## src/scs_pkg.sv

```systemverilog
// Shared types and constants for the stick center-split scaler.
// No dependencies; imported by scs_div and stick_center_split_scaler.
package scs_pkg;

    // Width of the calibration limit registers
    localparam int CFG_BITS = 12;

    // Quotient bits of the scaled half-offset (500 < 2**9)
    localparam int QB = 9;

    // Output width and scale constants
    localparam int          POS_BITS   = 11;
    localparam logic [9:0]  HALF_SCALE = 10'd500;
    localparam logic [9:0]  FULL_SCALE = 10'd1000;
    localparam logic [10:0] POS_BASE   = 11'd1000;

    // Configuration register indexes
    typedef enum logic [1:0] {
        REG_LIMIT_HIGH   = 2'd0,
        REG_LIMIT_LOW    = 2'd1,
        REG_LIMIT_MIDDLE = 2'd2,
        REG_REVERSE_DIR  = 2'd3
    } cfg_idx_t;

    // Per-request control carried alongside the divider data
    typedef struct packed {
        logic upper;    // sample at or above the middle point
        logic reverse;  // mirror the result about center
        logic sat;      // offset reaches the half-span, result pinned to 500
    } scs_side_t;

endpackage

```

## src/scs_div.sv

```systemverilog
// Pipelined restoring divider, one quotient bit per register stage.
// Depends on scs_pkg (QB, scs_side_t).
module scs_div #(
    parameter int AW = 12
) (
    input  logic                            clk,
    input  logic                            rst_n,
    input  logic                            en,
    input  logic                            in_vld,
    input  logic [AW+scs_pkg::QB-1:0]       in_num,
    input  logic [AW-1:0]                   in_span,
    input  scs_pkg::scs_side_t              in_side,
    output logic                            out_vld,
    output logic [scs_pkg::QB-1:0]          out_quo,
    output scs_pkg::scs_side_t              out_side
);
    import scs_pkg::*;

    localparam int PW = AW + QB;

    // Stage registers; index k holds the state after k quotient bits
    logic [QB:1]   vld_reg;
    logic [PW-1:0] rem_reg  [1:QB];
    logic [QB-1:0] quo_reg  [1:QB];
    logic [AW-1:0] span_reg [1:QB];
    scs_side_t     side_reg [1:QB];

    genvar i;
    generate
        for (i = 0; i < QB; i++) begin : g_stage
            localparam int BIT = QB - 1 - i;

            logic          src_vld;
            logic [PW-1:0] src_rem;
            logic [QB-1:0] src_quo;
            logic [AW-1:0] src_span;
            scs_side_t     src_side;
            logic [PW-1:0] trial;
            logic          ge;
            logic [PW-1:0] rem_next;
            logic [QB-1:0] quo_next;

            // Stage source: the divider inputs or the previous stage
            if (i == 0) begin : g_first
                assign src_vld  = in_vld;
                assign src_rem  = in_num;
                assign src_quo  = '0;
                assign src_span = in_span;
                assign src_side = in_side;
            end
            else begin : g_next
                assign src_vld  = vld_reg[i];
                assign src_rem  = rem_reg[i];
                assign src_quo  = quo_reg[i];
                assign src_span = span_reg[i];
                assign src_side = side_reg[i];
            end

            // Compare and subtract against the shifted divisor
            assign trial    = PW'(src_span) << BIT;
            assign ge       = (src_rem >= trial);
            assign rem_next = ge ? (src_rem - trial) : src_rem;
            assign quo_next = QB'({src_quo, ge});

            always_ff @(posedge clk or negedge rst_n)
            begin
                if (!rst_n)
                begin
                    vld_reg[i+1] <= 1'b0;
                end
                else if (en)
                begin
                    vld_reg[i+1] <= src_vld;
                end
            end

            always_ff @(posedge clk)
            begin
                if (en)
                begin
                    rem_reg[i+1]  <= rem_next;
                    quo_reg[i+1]  <= quo_next;
                    span_reg[i+1] <= src_span;
                    side_reg[i+1] <= src_side;
                end
            end
        end
    endgenerate

    assign out_vld  = vld_reg[QB];
    assign out_quo  = quo_reg[QB];
    assign out_side = side_reg[QB];

endmodule

```

## src/stick_center_split_scaler.sv

```systemverilog
// Top level of the stick center-split scaler: config registers, front end, output stage.
// Depends on scs_pkg and scs_div.

// Maps one ADC sample to a 1000..2000 stick position, 1500 at the calibrated
// middle point. Each side of the middle is scaled on its own half-span as
// floor(500 * offset / span), saturating at 500; reverse_dir mirrors the result.
// A sample is taken every cycle unless sample_stall is raised. Its position passes
// twelve register stages: one offset stage, one multiply stage, nine divider stages
// (one quotient bit each) and the output register. A stall on the position side
// while a position is presented holds the whole pipeline and is passed straight back
// as sample_stall. Limits are written through the cfg port, which is always ready;
// write them only while the pipeline is empty.
module stick_center_split_scaler #(
    parameter int ADC_BITS = 12
) (
    input  logic                              clk,
    input  logic                              rst_n,
    // Sample channel
    input  logic                              sample_valid,
    output logic                              sample_stall,
    input  logic [ADC_BITS-1:0]               sample,
    // Position channel
    output logic                              position_valid,
    input  logic                              position_stall,
    output logic [scs_pkg::POS_BITS-1:0]      position,
    // Configuration write channel
    input  logic                              cfg_valid,
    output logic                              cfg_ready,
    input  scs_pkg::cfg_idx_t                 cfg_index,
    input  logic [scs_pkg::CFG_BITS-1:0]      cfg_data
);
    import scs_pkg::*;

    localparam int AW = ADC_BITS;
    localparam int PW = AW + QB;

    // Configuration registers
    logic [CFG_BITS-1:0] limit_high_reg;
    logic [CFG_BITS-1:0] limit_low_reg;
    logic [CFG_BITS-1:0] limit_middle_reg;
    logic                reverse_dir_reg;

    // Pipeline advance
    logic en;

    // Front end (offset and span)
    logic [AW-1:0] hi, lo, mid;
    logic          upper;
    logic [AW-1:0] off_next;
    logic [AW-1:0] span_next;
    logic          a_vld_reg;
    logic [AW-1:0] a_off_reg;
    logic [AW-1:0] a_span_reg;
    scs_side_t     a_side_reg;
    scs_side_t     a_side_next;

    // Multiply stage
    logic          b_vld_reg;
    logic [PW-1:0] b_prod_reg;
    logic [AW-1:0] b_span_reg;
    scs_side_t     b_side_reg;
    scs_side_t     b_side_next;

    // Divider output
    logic          d_vld;
    logic [QB-1:0] d_quo;
    scs_side_t     d_side;

    // Output stage
    logic [9:0]          q;
    logic [9:0]          half;
    logic [9:0]          half_dir;
    logic [POS_BITS-1:0] position_next;
    logic                out_vld_reg;
    logic [POS_BITS-1:0] position_reg;

    // Configuration writes
    assign cfg_ready = 1'b1;

    always_ff @(posedge clk or negedge rst_n)
    begin
        if (!rst_n)
        begin
            limit_high_reg   <= 12'd4095;
            limit_low_reg    <= 12'd0;
            limit_middle_reg <= 12'd2048;
            reverse_dir_reg  <= 1'b0;
        end
        else if (cfg_valid && cfg_ready)
        begin
            unique case (cfg_index)
                REG_LIMIT_HIGH:   limit_high_reg   <= cfg_data;
                REG_LIMIT_LOW:    limit_low_reg    <= cfg_data;
                REG_LIMIT_MIDDLE: limit_middle_reg <= cfg_data;
                REG_REVERSE_DIR:  reverse_dir_reg  <= cfg_data[0];
            endcase
        end
    end

    // Global stall: everything holds while a finished position waits
    assign en           = !(out_vld_reg && position_stall);
    assign sample_stall = !en;

    // Front end: pick the side, offset from middle and clamped half-span
    assign hi    = AW'(limit_high_reg);
    assign lo    = AW'(limit_low_reg);
    assign mid   = AW'(limit_middle_reg);
    assign upper = (sample >= mid);

    always_comb
    begin
        if (upper)
        begin
            off_next  = sample - mid;
            span_next = (hi > mid) ? (hi - mid) : AW'(1);
        end
        else
        begin
            off_next  = mid - sample;
            span_next = (mid > lo) ? (mid - lo) : AW'(1);
        end
        a_side_next         = '0;
        a_side_next.upper   = upper;
        a_side_next.reverse = reverse_dir_reg;
    end

    always_ff @(posedge clk or negedge rst_n)
    begin
        if (!rst_n)
        begin
            a_vld_reg <= 1'b0;
        end
        else if (en)
        begin
            a_vld_reg <= sample_valid;
        end
    end

    always_ff @(posedge clk)
    begin
        if (en)
        begin
            a_off_reg  <= off_next;
            a_span_reg <= span_next;
            a_side_reg <= a_side_next;
        end
    end

    // Multiply by 500 and flag saturation (offset at or beyond the span)
    always_comb
    begin
        b_side_next     = a_side_reg;
        b_side_next.sat = (a_off_reg >= a_span_reg);
    end

    always_ff @(posedge clk or negedge rst_n)
    begin
        if (!rst_n)
        begin
            b_vld_reg <= 1'b0;
        end
        else if (en)
        begin
            b_vld_reg <= a_vld_reg;
        end
    end

    always_ff @(posedge clk)
    begin
        if (en)
        begin
            b_prod_reg <= PW'(a_off_reg) * PW'(HALF_SCALE);
            b_span_reg <= a_span_reg;
            b_side_reg <= b_side_next;
        end
    end

    // Quotient of 500 * offset / span
    scs_div #(
        .AW (AW)
    ) u_div (
        .clk      (clk),
        .rst_n    (rst_n),
        .en       (en),
        .in_vld   (b_vld_reg),
        .in_num   (b_prod_reg),
        .in_span  (b_span_reg),
        .in_side  (b_side_reg),
        .out_vld  (d_vld),
        .out_quo  (d_quo),
        .out_side (d_side)
    );

    // Combine side, saturation and mirror into the final position
    always_comb
    begin
        q        = d_side.sat ? HALF_SCALE : 10'(d_quo);
        half     = d_side.upper ? (HALF_SCALE + q) : (HALF_SCALE - q);
        half_dir = d_side.reverse ? (FULL_SCALE - half) : half;
        position_next = POS_BITS'(half_dir) + POS_BASE;
    end

    always_ff @(posedge clk or negedge rst_n)
    begin
        if (!rst_n)
        begin
            out_vld_reg <= 1'b0;
        end
        else if (en)
        begin
            out_vld_reg <= d_vld;
        end
    end

    always_ff @(posedge clk)
    begin
        if (en)
        begin
            position_reg <= position_next;
        end
    end

    assign position_valid = out_vld_reg;
    assign position       = position_reg;

`ifndef ASSERT_OFF
    // Delivered positions stay in the 1000..2000 band
    a_pos_range: assert property (@(posedge clk) disable iff (!rst_n)
        position_valid |-> (position >= 11'd1000) && (position <= 11'd2000))
        else $error("position out of range");

    // Unsaturated quotient must land below the half scale
    a_quo_below: assert property (@(posedge clk) disable iff (!rst_n)
        (d_vld && !d_side.sat) |-> (10'(d_quo) < HALF_SCALE))
        else $error("divider quotient too large without saturation");

    // A stalled output holds the pipeline, so the divider output cannot move
    a_div_hold: assert property (@(posedge clk) disable iff (!rst_n)
        (out_vld_reg && position_stall && d_vld) |=> d_vld && $stable(d_quo))
        else $error("divider advanced during stall");
`endif

endmodule

```

## config.mk

```make
export PLATFORM = sky130hd
export DESIGN_NAME = stick_center_split_scaler
export DESIGN_NICKNAME = d
export VERILOG_FILES = /design/src/scs_pkg.sv /design/src/scs_div.sv /design/src/stick_center_split_scaler.sv
export SDC_FILE = /design/constraint.sdc
export NUM_CORES = 1
export LEC_CHECK = 0
export ABC_CLOCK_PERIOD_IN_PS = 15390
export BUFFER_PORTS_ARGS = -buffer_cell sky130_fd_sc_hd__buf_2
export CORE_ASPECT_RATIO = 1.25
export CORE_MARGIN = 3
export CORE_UTILIZATION = 40
export CTS_CLUSTER_DIAMETER = 60
export DETAILED_ROUTE_END_ITERATION = 7
export PLACE_DENSITY = 0.53
export SYNTH_ARGS = -nofsm -noshare
export SYNTH_HDL_FRONTEND = slang
export SYNTH_SLANG_ARGS = --single-unit
export TNS_END_PERCENT = 1
```

## constraint.sdc

```tcl
create_clock -name clk -period 15.39 [get_ports clk]
set_input_delay 0.7695 -clock clk [delete_from_list [all_inputs] [get_ports clk]]
set_output_delay 0.7695 -clock clk [all_outputs]
set_load 0.005 [all_outputs]
```

==> results.cfg, run 1 <==
[logic_synthesis]
synth_cell_types = 89
synth_cells = 2226
synth_seq_cells = 441
synth_most_common_cell = edfxtp_1
synth_edf_count = 392
synth_top_cell_by_area = edfxtp_1
avgSynthCellArea_sq_um = 11.59
synthTopCellsByCount = edfxtp_1 (392), inv_1 (300), ha_1 (217)
async_reset_ff_frac = 0.1111
ys_top_cells_by_area = edfxtp_1 (46%), ha_1 (11%), inv_1 (4.4%)
synth_area_sq_um = 25790
yosysWarnings = 0
ys.flop_type = edfxtp_1
seq_area_frac_synth = 0.5046
syn-num-nets = 2524
synth_top_area_share = 0.4564

[clock_tree]
clk_latency_ns = 0.59
cts_root_buf = clkbuf_16
clk_pin_slew_ns = 0.06
cts_max_level = 2
cts_made_buffers = 51
cts_sinks = 441
clockBufferDepth = 3
post_cts_buffers = 0
cts_hold_buffers = 0
cts_resized = 0
cts_tree = done

[grt]
gr-total-overflow = 0
grt_first_pass_wirelength_mm = 88.40
grt.total_usage = 0.1629
grt_pass1_vias = 17352
grt_max_degree = 133
antenna_found_initial = 1

[routing]
antenna_left = 0
vias = 16606
drt_iter0_markers = 878
dr.pass1.iters = 7
drc_errors = 0
finalWirelength_mm = 54.62
wl_per_cell_um = 17.20
vias_per_cell = 5.229

[sta]
slew_headroom = 0.2431
setup_tns_ns = 0
setup_viol = 0
hold_viol = 0
tightest_slew_ns = 1.130
slew_viol_final = 0
period_share = 0.3184
max_clock_freq_mhz = 204.1
layout_min_cycle_time_ns = 4.900
fin_skew_ns = 0.02606
rsz0062_at_grt = false

[setup_path]
path_buf_inv = 3
crit_type = register to register
critPathMaxFanout = 6
endpoint_kind = register
slowest_delay_ns = 0.73
startpoint_type = register
crit_chain = fa_1, fa_1, inv_1, fa_1, fa_1, inv_1, ha_1, inv_1, o21bai_1, a2111oi_0, o41ai_1, a21o_1, a21o_1, xor2_1
cp.required_ns = 15.72
cp_top_family = adder cells
path_common_cell = fa_1
arrival_ns = 5.23
slowest_stage = a2111oi_0

[layout]
drive_gt1_frac = 0.1041
layout.cells.non_filler = 3176
final_util = 0.4511
finish.net_count = 2593
area_delta_synth_final_pct = 11.12
design_area_sq_um = 28660
largest_reg_flops = 153

[floorplanning]
core_area_sq_um = 63530
dieArea_sq_um = 67580
io_pins = 45
row_count = 103
die-width_um = 233.1
start_util = 0.4059
fp.dieH_um = 289.9

[place]
gp_congestion = 0.8361
place_area_sq_um = 26980
dpl.hpwl_mm = 42.00
dp.cells = 3081
port_buffers = 43

[outcome]
outcome = completed

[min_path]
hold_path_class = primary input to asynchronous set/reset pin

[job]
cap_violations = 0
layout by cell type, fill, tap and decap left out, drive strengths merged, types with 25 or more instances in the layout:
cell    instances
a21o           38
a21oi         118
buf            53
clkbuf         65
dfrtp          36
edfxtp        392
fa             50
ha            217
inv           306
mux2           73
nand2         109
nand2b         26
nand3          33
nor2          119
nor2b          29
nor3           44
nor4           25
o21a           28
o21ai         108
xnor2          74
xor2           60
layout make-up:
class / instances / area, sq um
diodes: 1 / 2.502
clock buffers: 64 / 1409
clock inverters: 29 / 265.3
fillers: 5837 / 34870
inverters: 301 / 1130
multi-input cells: 1446 / 11480
flip-flops and latches: 441 / 13010
well taps: 840 / 1051
repair buffers: 54 / 307.8
worst reg2reg max path, delay by kind of cell, from the launching register on:
| kind | cells | cell delay [ns] |
|---|---|---|
| fa+ha+maj | 5 | 2.41 |
| compound gates | 5 | 1.44 |
| flops | 1 | 0.52 |
| buf+inv | 3 | 0.15 |
| xor+xnor | 1 | 0.13 |
metal layers:
metal  track usage  vias to the layer above  part of all wire
li1              -                     8196                 -
met1        0.1592                     8068              0.35
met2        0.3339                      242              0.59
met3       0.02386                      100             0.027
met4       0.06087                        0             0.036
met5             0                        -                 0
worst paths after layout:
kind | start | endpoint | slack, ns | cells past startpoint
setup / recovery | a_off_reg[1] | b_prod_reg[18] | 10.49 | 14
hold / removal | rst_n | limit_middle_reg[2] | 0.39 | 1
setup reg to reg | a_off_reg[1] | b_prod_reg[18] | 10.49 | 14
hold reg to reg | u_div.side_reg[3][2] | u_div.side_reg[4][2] | 0.40 | 0
max in group asynchronous | rst_n | limit_middle_reg[0] | 14.35 | 1
min in group clk | u_div.side_reg[3][2] | u_div.side_reg[4][2] | 0.40 | 0
stage by stage:
step	hold WS, ns	worst slack, ns
global route	0.3905	10.21
CTS	0.3802	10.43
finish	0.3900	10.49
floorplan	0.4003	2.073
detailed placement	0.4045	10.42
global placement	0.4010	10.41
logic make-up after synthesis:
| logic type | share of synthesized area |
|---|---|
| XOR/XNOR | 0.04551 |
| buffers and inverters | 0.05074 |
| AND/OR/NAND/NOR | 0.09547 |
| adder cells (fa/ha/maj) | 0.1441 |
| AO/OA/AOI/OAI | 0.1205 |
| multiplexers | 0.03900 |
| flip-flops | 0.5046 |
| other | 0.0001454 |
Power of run 1 is left out: the tool's default activity adds up to more than one toggle a clock period on the data nets, which glitch-free logic cannot reach.
==> run 2, diff against run 1 <==
ABC_AREA = 1   (was default)
ABC_CLOCK_PERIOD_IN_PS = 4930   (was 15390)
clock period = 4.93 ns   (was 15.39 ns; I/O delays follow)
==> results.cfg, run 2 <==
[outcome]
outcome = completed

[layout]
num_antenna_cells = 0
drive_gt1_frac = 0.09425
largest_reg_flops = 153
finish.net_count = 2921
area_delta_synth_final_pct = 11.13
fillers = 5984
final_cell_mix = nand2_1 (459), edfxtp_1 (392), inv_1 (382), ha_1 (217), o21ai_0 (161)
final_common_cell = nand2_1

[setup_path]
endpoint_kind = register
startpoint_type = register
rr_worst_depth = 14
path_common_cell = fa_1
path_buf_inv = 2
arrival_ns = 4.83
cp.required_ns = 5.24
slowest_delay_ns = 0.56
cp_top_family = adder cells
slowest_stage = fa_1
crit_type = register to register
crit_chain = fa_1, fa_1, inv_1, fa_1, fa_1, inv_1, ha_1, nand3_1, nand3_1, nand4_1, o211ai_1, a21boi_0, o21ai_0, xor2_1
crit_cells = 14
critPathMaxFanout = 6

[clock_tree]
clk_pin_slew_ns = 0.06
cts_max_level = 2
cts_made_buffers = 50
cts_tree = done
cts_root_buf = clkbuf_16
cts_resized = 0
cts_sinks = 441
clk_latency_ns = 0.58
clockBufferDepth = 3

[routing]
vias_per_cell = 5.006
antenna_left = 0
wl_per_cell_um = 15.62
drt_iter0_markers = 858
finalWirelength_mm = 54.71
drc_errors = 0
vias = 17535
dr.pass1.iters = 5

[logic_synthesis]
synth_cells = 2540
yosysWarnings = 0
synth_seq_cells = 441
synthTopCellsByCount = nand2_1 (460), edfxtp_1 (392), inv_1 (382)
synth_most_common_cell = nand2_1
synth_top_area_share = 0.4548
ys_top_cells_by_area = edfxtp_1 (45%), ha_1 (10%), nand2_1 (6.7%)
synth_area_sq_um = 25880
async_reset_ff_frac = 0.1111
synth_cell_types = 63
synth_edf_count = 392
seq_area_frac_synth = 0.5028
ys.flop_type = edfxtp_1
synth_top_cell_by_area = edfxtp_1
avgSynthCellArea_sq_um = 10.19
syn-num-nets = 2838

[sta]
tightest_slew_ns = 1.073
rsz0062_at_grt = false
max_clock_freq_mhz = 221.3
setup_viol = 0
slew_headroom = 0.2846
hold_viol = 0
fin_skew_ns = 0.01549
period_share = 0.9165
setup_tns_ns = 0
layout_min_cycle_time_ns = 4.518
slew_viol_final = 0

[place]
dpl.hpwl_mm = 42.65
port_buffers = 43
gp_congestion = 0.8867

[floorplanning]
start_util = 0.4065
core_area_sq_um = 63660
dieArea_sq_um = 67810
die-width_um = 233.5
row_count = 103
fp.dieH_um = 290.4
io_pins = 45

[grt]
antenna_found_initial = 0
gr-total-overflow = 0
grt_first_pass_wirelength_mm = 88.72
grt_pass1_vias = 18252
grt_max_degree = 190
grt.total_usage = 0.1635

[job]
cap_violations = 0

[min_path]
hold_depth = 3
hold_path_class = primary input to register
run 2: stage by stage:
stage          hold WS (ns)  utilization  std cells  worst slack (ns)  area, sq um
2_1_floorplan      -0.04909            -       2540            0.7609        25880
3_3_place_gp         0.4011       0.4243       3396            0.4539        27010
3_5_place_dp         0.4045       0.4243       3396            0.4104        27010
4_1_cts            0.009284       0.4518       3503            0.4002        28760
5_1_grt             0.03792       0.4518       3503            0.1021        28760
6_report            0.04828       0.4518       3503            0.4116        28760
run 2: path summary, 6_finish.rpt:
check                                 endpoint  slack, ns                 from
hold / removal                           hi[2]       0.05          cfg_data[2]
max in group asynchronous        u_div.out_vld       3.86                rst_n
hold reg to reg            u_div.quo_reg[7][3]       0.42  u_div.quo_reg[6][2]
setup / recovery                b_prod_reg[17]       0.41         a_off_reg[1]
setup reg to reg                b_prod_reg[17]       0.41         a_off_reg[1]
min in group asynchronous  limit_middle_reg[9]       0.41                rst_n
run 2: timing repair:
action                                 in CTS  in global routing
hold buffers                               15                  0
setup buffers                               0                  0
endpoints found under the hold margin      67                  0
run 2: logic make-up (layout without fill, tap and decap cells):
family,after synthesis,count (layout),share of synthesized area
buffers and inverters,430,553,0.06560
adder cells (fa/ha/maj),267,267,0.1436
AND/OR/NAND/NOR,796,796,0.1350
multiplexers,2,2,0.0007735
AO/OA/AOI/OAI,458,458,0.1027
flip-flops,441,441,0.5028
XOR/XNOR,145,145,0.04936
other,1,1,0.0001449
run 2: layout make-up:
type	instances	area [sq um]	share of cell area
multi-input combinational	1669	11180	0.3886
timing repair buffer	62	420.4	0.01462
sequential	441	13010	0.4525
tap	840	1051	0.03654
clock buffer	55	1270	0.04416
inverter	399	1500	0.05216
clock inverter	37	329.1	0.01144
run 2: metal layers:
layer  track usage  part of all wire  routed length [um]
met5             0                 0                   0
met4       0.08603             0.056                3054
met3       0.02245             0.028                1548
met1        0.1564              0.35               19160
met2        0.3287              0.57               30940
run 2: worst min-delay path: cells and delay by family:
| kind | cells | cell delay (ns) |
|---|---|---|
| AOI/OAI and AO/OA | 1 | 0.12 |
| buffers and inverters | 2 | 0.25 |
Power of run 2 is left out for the same reason.
==> run 3, diff against run 2 <==
CTS_BUF_LIST = sky130_fd_sc_hd__clkbuf_8   (was default)
==> results.cfg, run 3 (synthesis gave the netlist of run 2 again) <==
[sta]
rsz0062_at_grt = false
hold_viol = 0
slew_viol_final = 0
slew_headroom = 0.2822
setup_viol = 0
max_clock_freq_mhz = 221.5
setup_tns_ns = 0
tightest_slew_ns = 1.077
hold_slack_ns = 0.1393
layout_min_cycle_time_ns = 4.515
fin_skew_ns = 0.02187
period_share = 0.9159

[clock_tree]
cts_made_buffers = 76
cts_sinks = 441
cts_max_level = 3
cts_root_buf = clkbuf_8
cts_tree = done
clk_latency_ns = 0.65
cts_resized = 0
clockBufferDepth = 3
clk_pin_slew_ns = 0.06

[setup_path]
critPathMaxFanout = 6
endpoint_kind = register
cp.required_ns = 5.31
rr_worst_depth = 14
startpoint_type = register
arrival_ns = 4.90
crit_type = register to register

[floorplanning]
dieArea_sq_um = 67810
die-width_um = 233.5
fp.dieH_um = 290.4
row_count = 103
io_pins = 45
core_area_sq_um = 63660
start_util = 0.4065

[layout]
final_common_cell = nand2_1
area_delta_synth_final_pct = 10.22
final_cell_mix = nand2_1 (459), inv_1 (410), edfxtp_1 (392), ha_1 (217), o21ai_0 (161)
drive_gt1_frac = 0.09808
largest_reg_flops = 153
finish.net_count = 2951

[routing]
finalWirelength_mm = 55.70
wl_per_cell_um = 15.72
drt_iter0_markers = 921
vias_per_cell = 5.010
dr.pass1.iters = 6
antenna_left = 0
drc_errors = 0
vias = 17752

[place]
port_buffers = 43
gp_congestion = 0.8867
dpl.hpwl_mm = 42.65

[grt]
grt.total_usage = 0.1669
grt_max_degree = 190
antenna_found_initial = 1
grt_first_pass_wirelength_mm = 90.19
gr-total-overflow = 0
grt_pass1_vias = 18555

[min_path]
hold_depth = 3
hold_path_class = primary input to register

[outcome]
outcome = completed

[job]
cap_violations = 0
## run 3: per-stage QoR
stage	worst slack, ns	utilization	std cells	instance area [sq um]
after detailed placement	0.4104	0.4243	3396	27010
after global placement	0.4539	0.4243	3396	27010
after global routing	0.08961	0.4481	3543	28520
after floorplan	0.7609	-	2540	25880
after CTS	0.3951	0.4480	3542	28520
final	0.4148	0.4481	3543	28520
## run 3: path summary, 6_finish.rpt
path | start | to | slack [ns]
worst max-delay path | a_off_reg[1] | b_prod_reg[17] | 0.41
worst min-delay path | sample[1] | a_off_reg[1] | 0.14
worst max register to register | a_off_reg[1] | b_prod_reg[17] | 0.41
worst min register to register | u_div.side_reg[2][0] | u_div.side_reg[3][0] | 0.42
max in group asynchronous | rst_n | limit_middle_reg[2] | 3.91
min in group asynchronous | rst_n | limit_middle_reg[9] | 0.35
## run 3: timing repair
item | CTS | global route
endpoints found under the hold margin | 81 | 0
hold buffers | 19 | 0
buffers inserted | 0 | 0
## run 3: routing by layer
metal / track usage / vias to the layer above / part of all wire
met2: 0.3379 / 327 / 0.57
met4: 0.08588 / 0 / 0.047
met3: 0.02294 / 144 / 0.029
li1: - / 8869 / -
met1: 0.1583 / 8412 / 0.35
met5: 0 / - / 0
## run 3: layout make-up
type,instances,area (sq um)
timing repair buffer,66,460.4
antenna,1,2.502
multi-input combinational,1669,11180
inverter,399,1500
sequential,441,13010
clock inverter,51,274.0
fill,6039,35140
clock buffer,76,1046
tap,840,1051
## run 3: worst max-delay path, stage by stage (launching register included)
cell      delay (ns)
edfxtp_1        0.53
fa_1            0.56
fa_1            0.52
inv_1           0.05
fa_1            0.49
fa_1            0.51
inv_1           0.04
ha_1            0.34
nand3_1         0.11
nand3_1         0.12
nand4_1         0.10
o211ai_1        0.12
a21boi_0        0.40
o21ai_0         0.18
xor2_1          0.17
Power of run 3 is left out for the same reason.
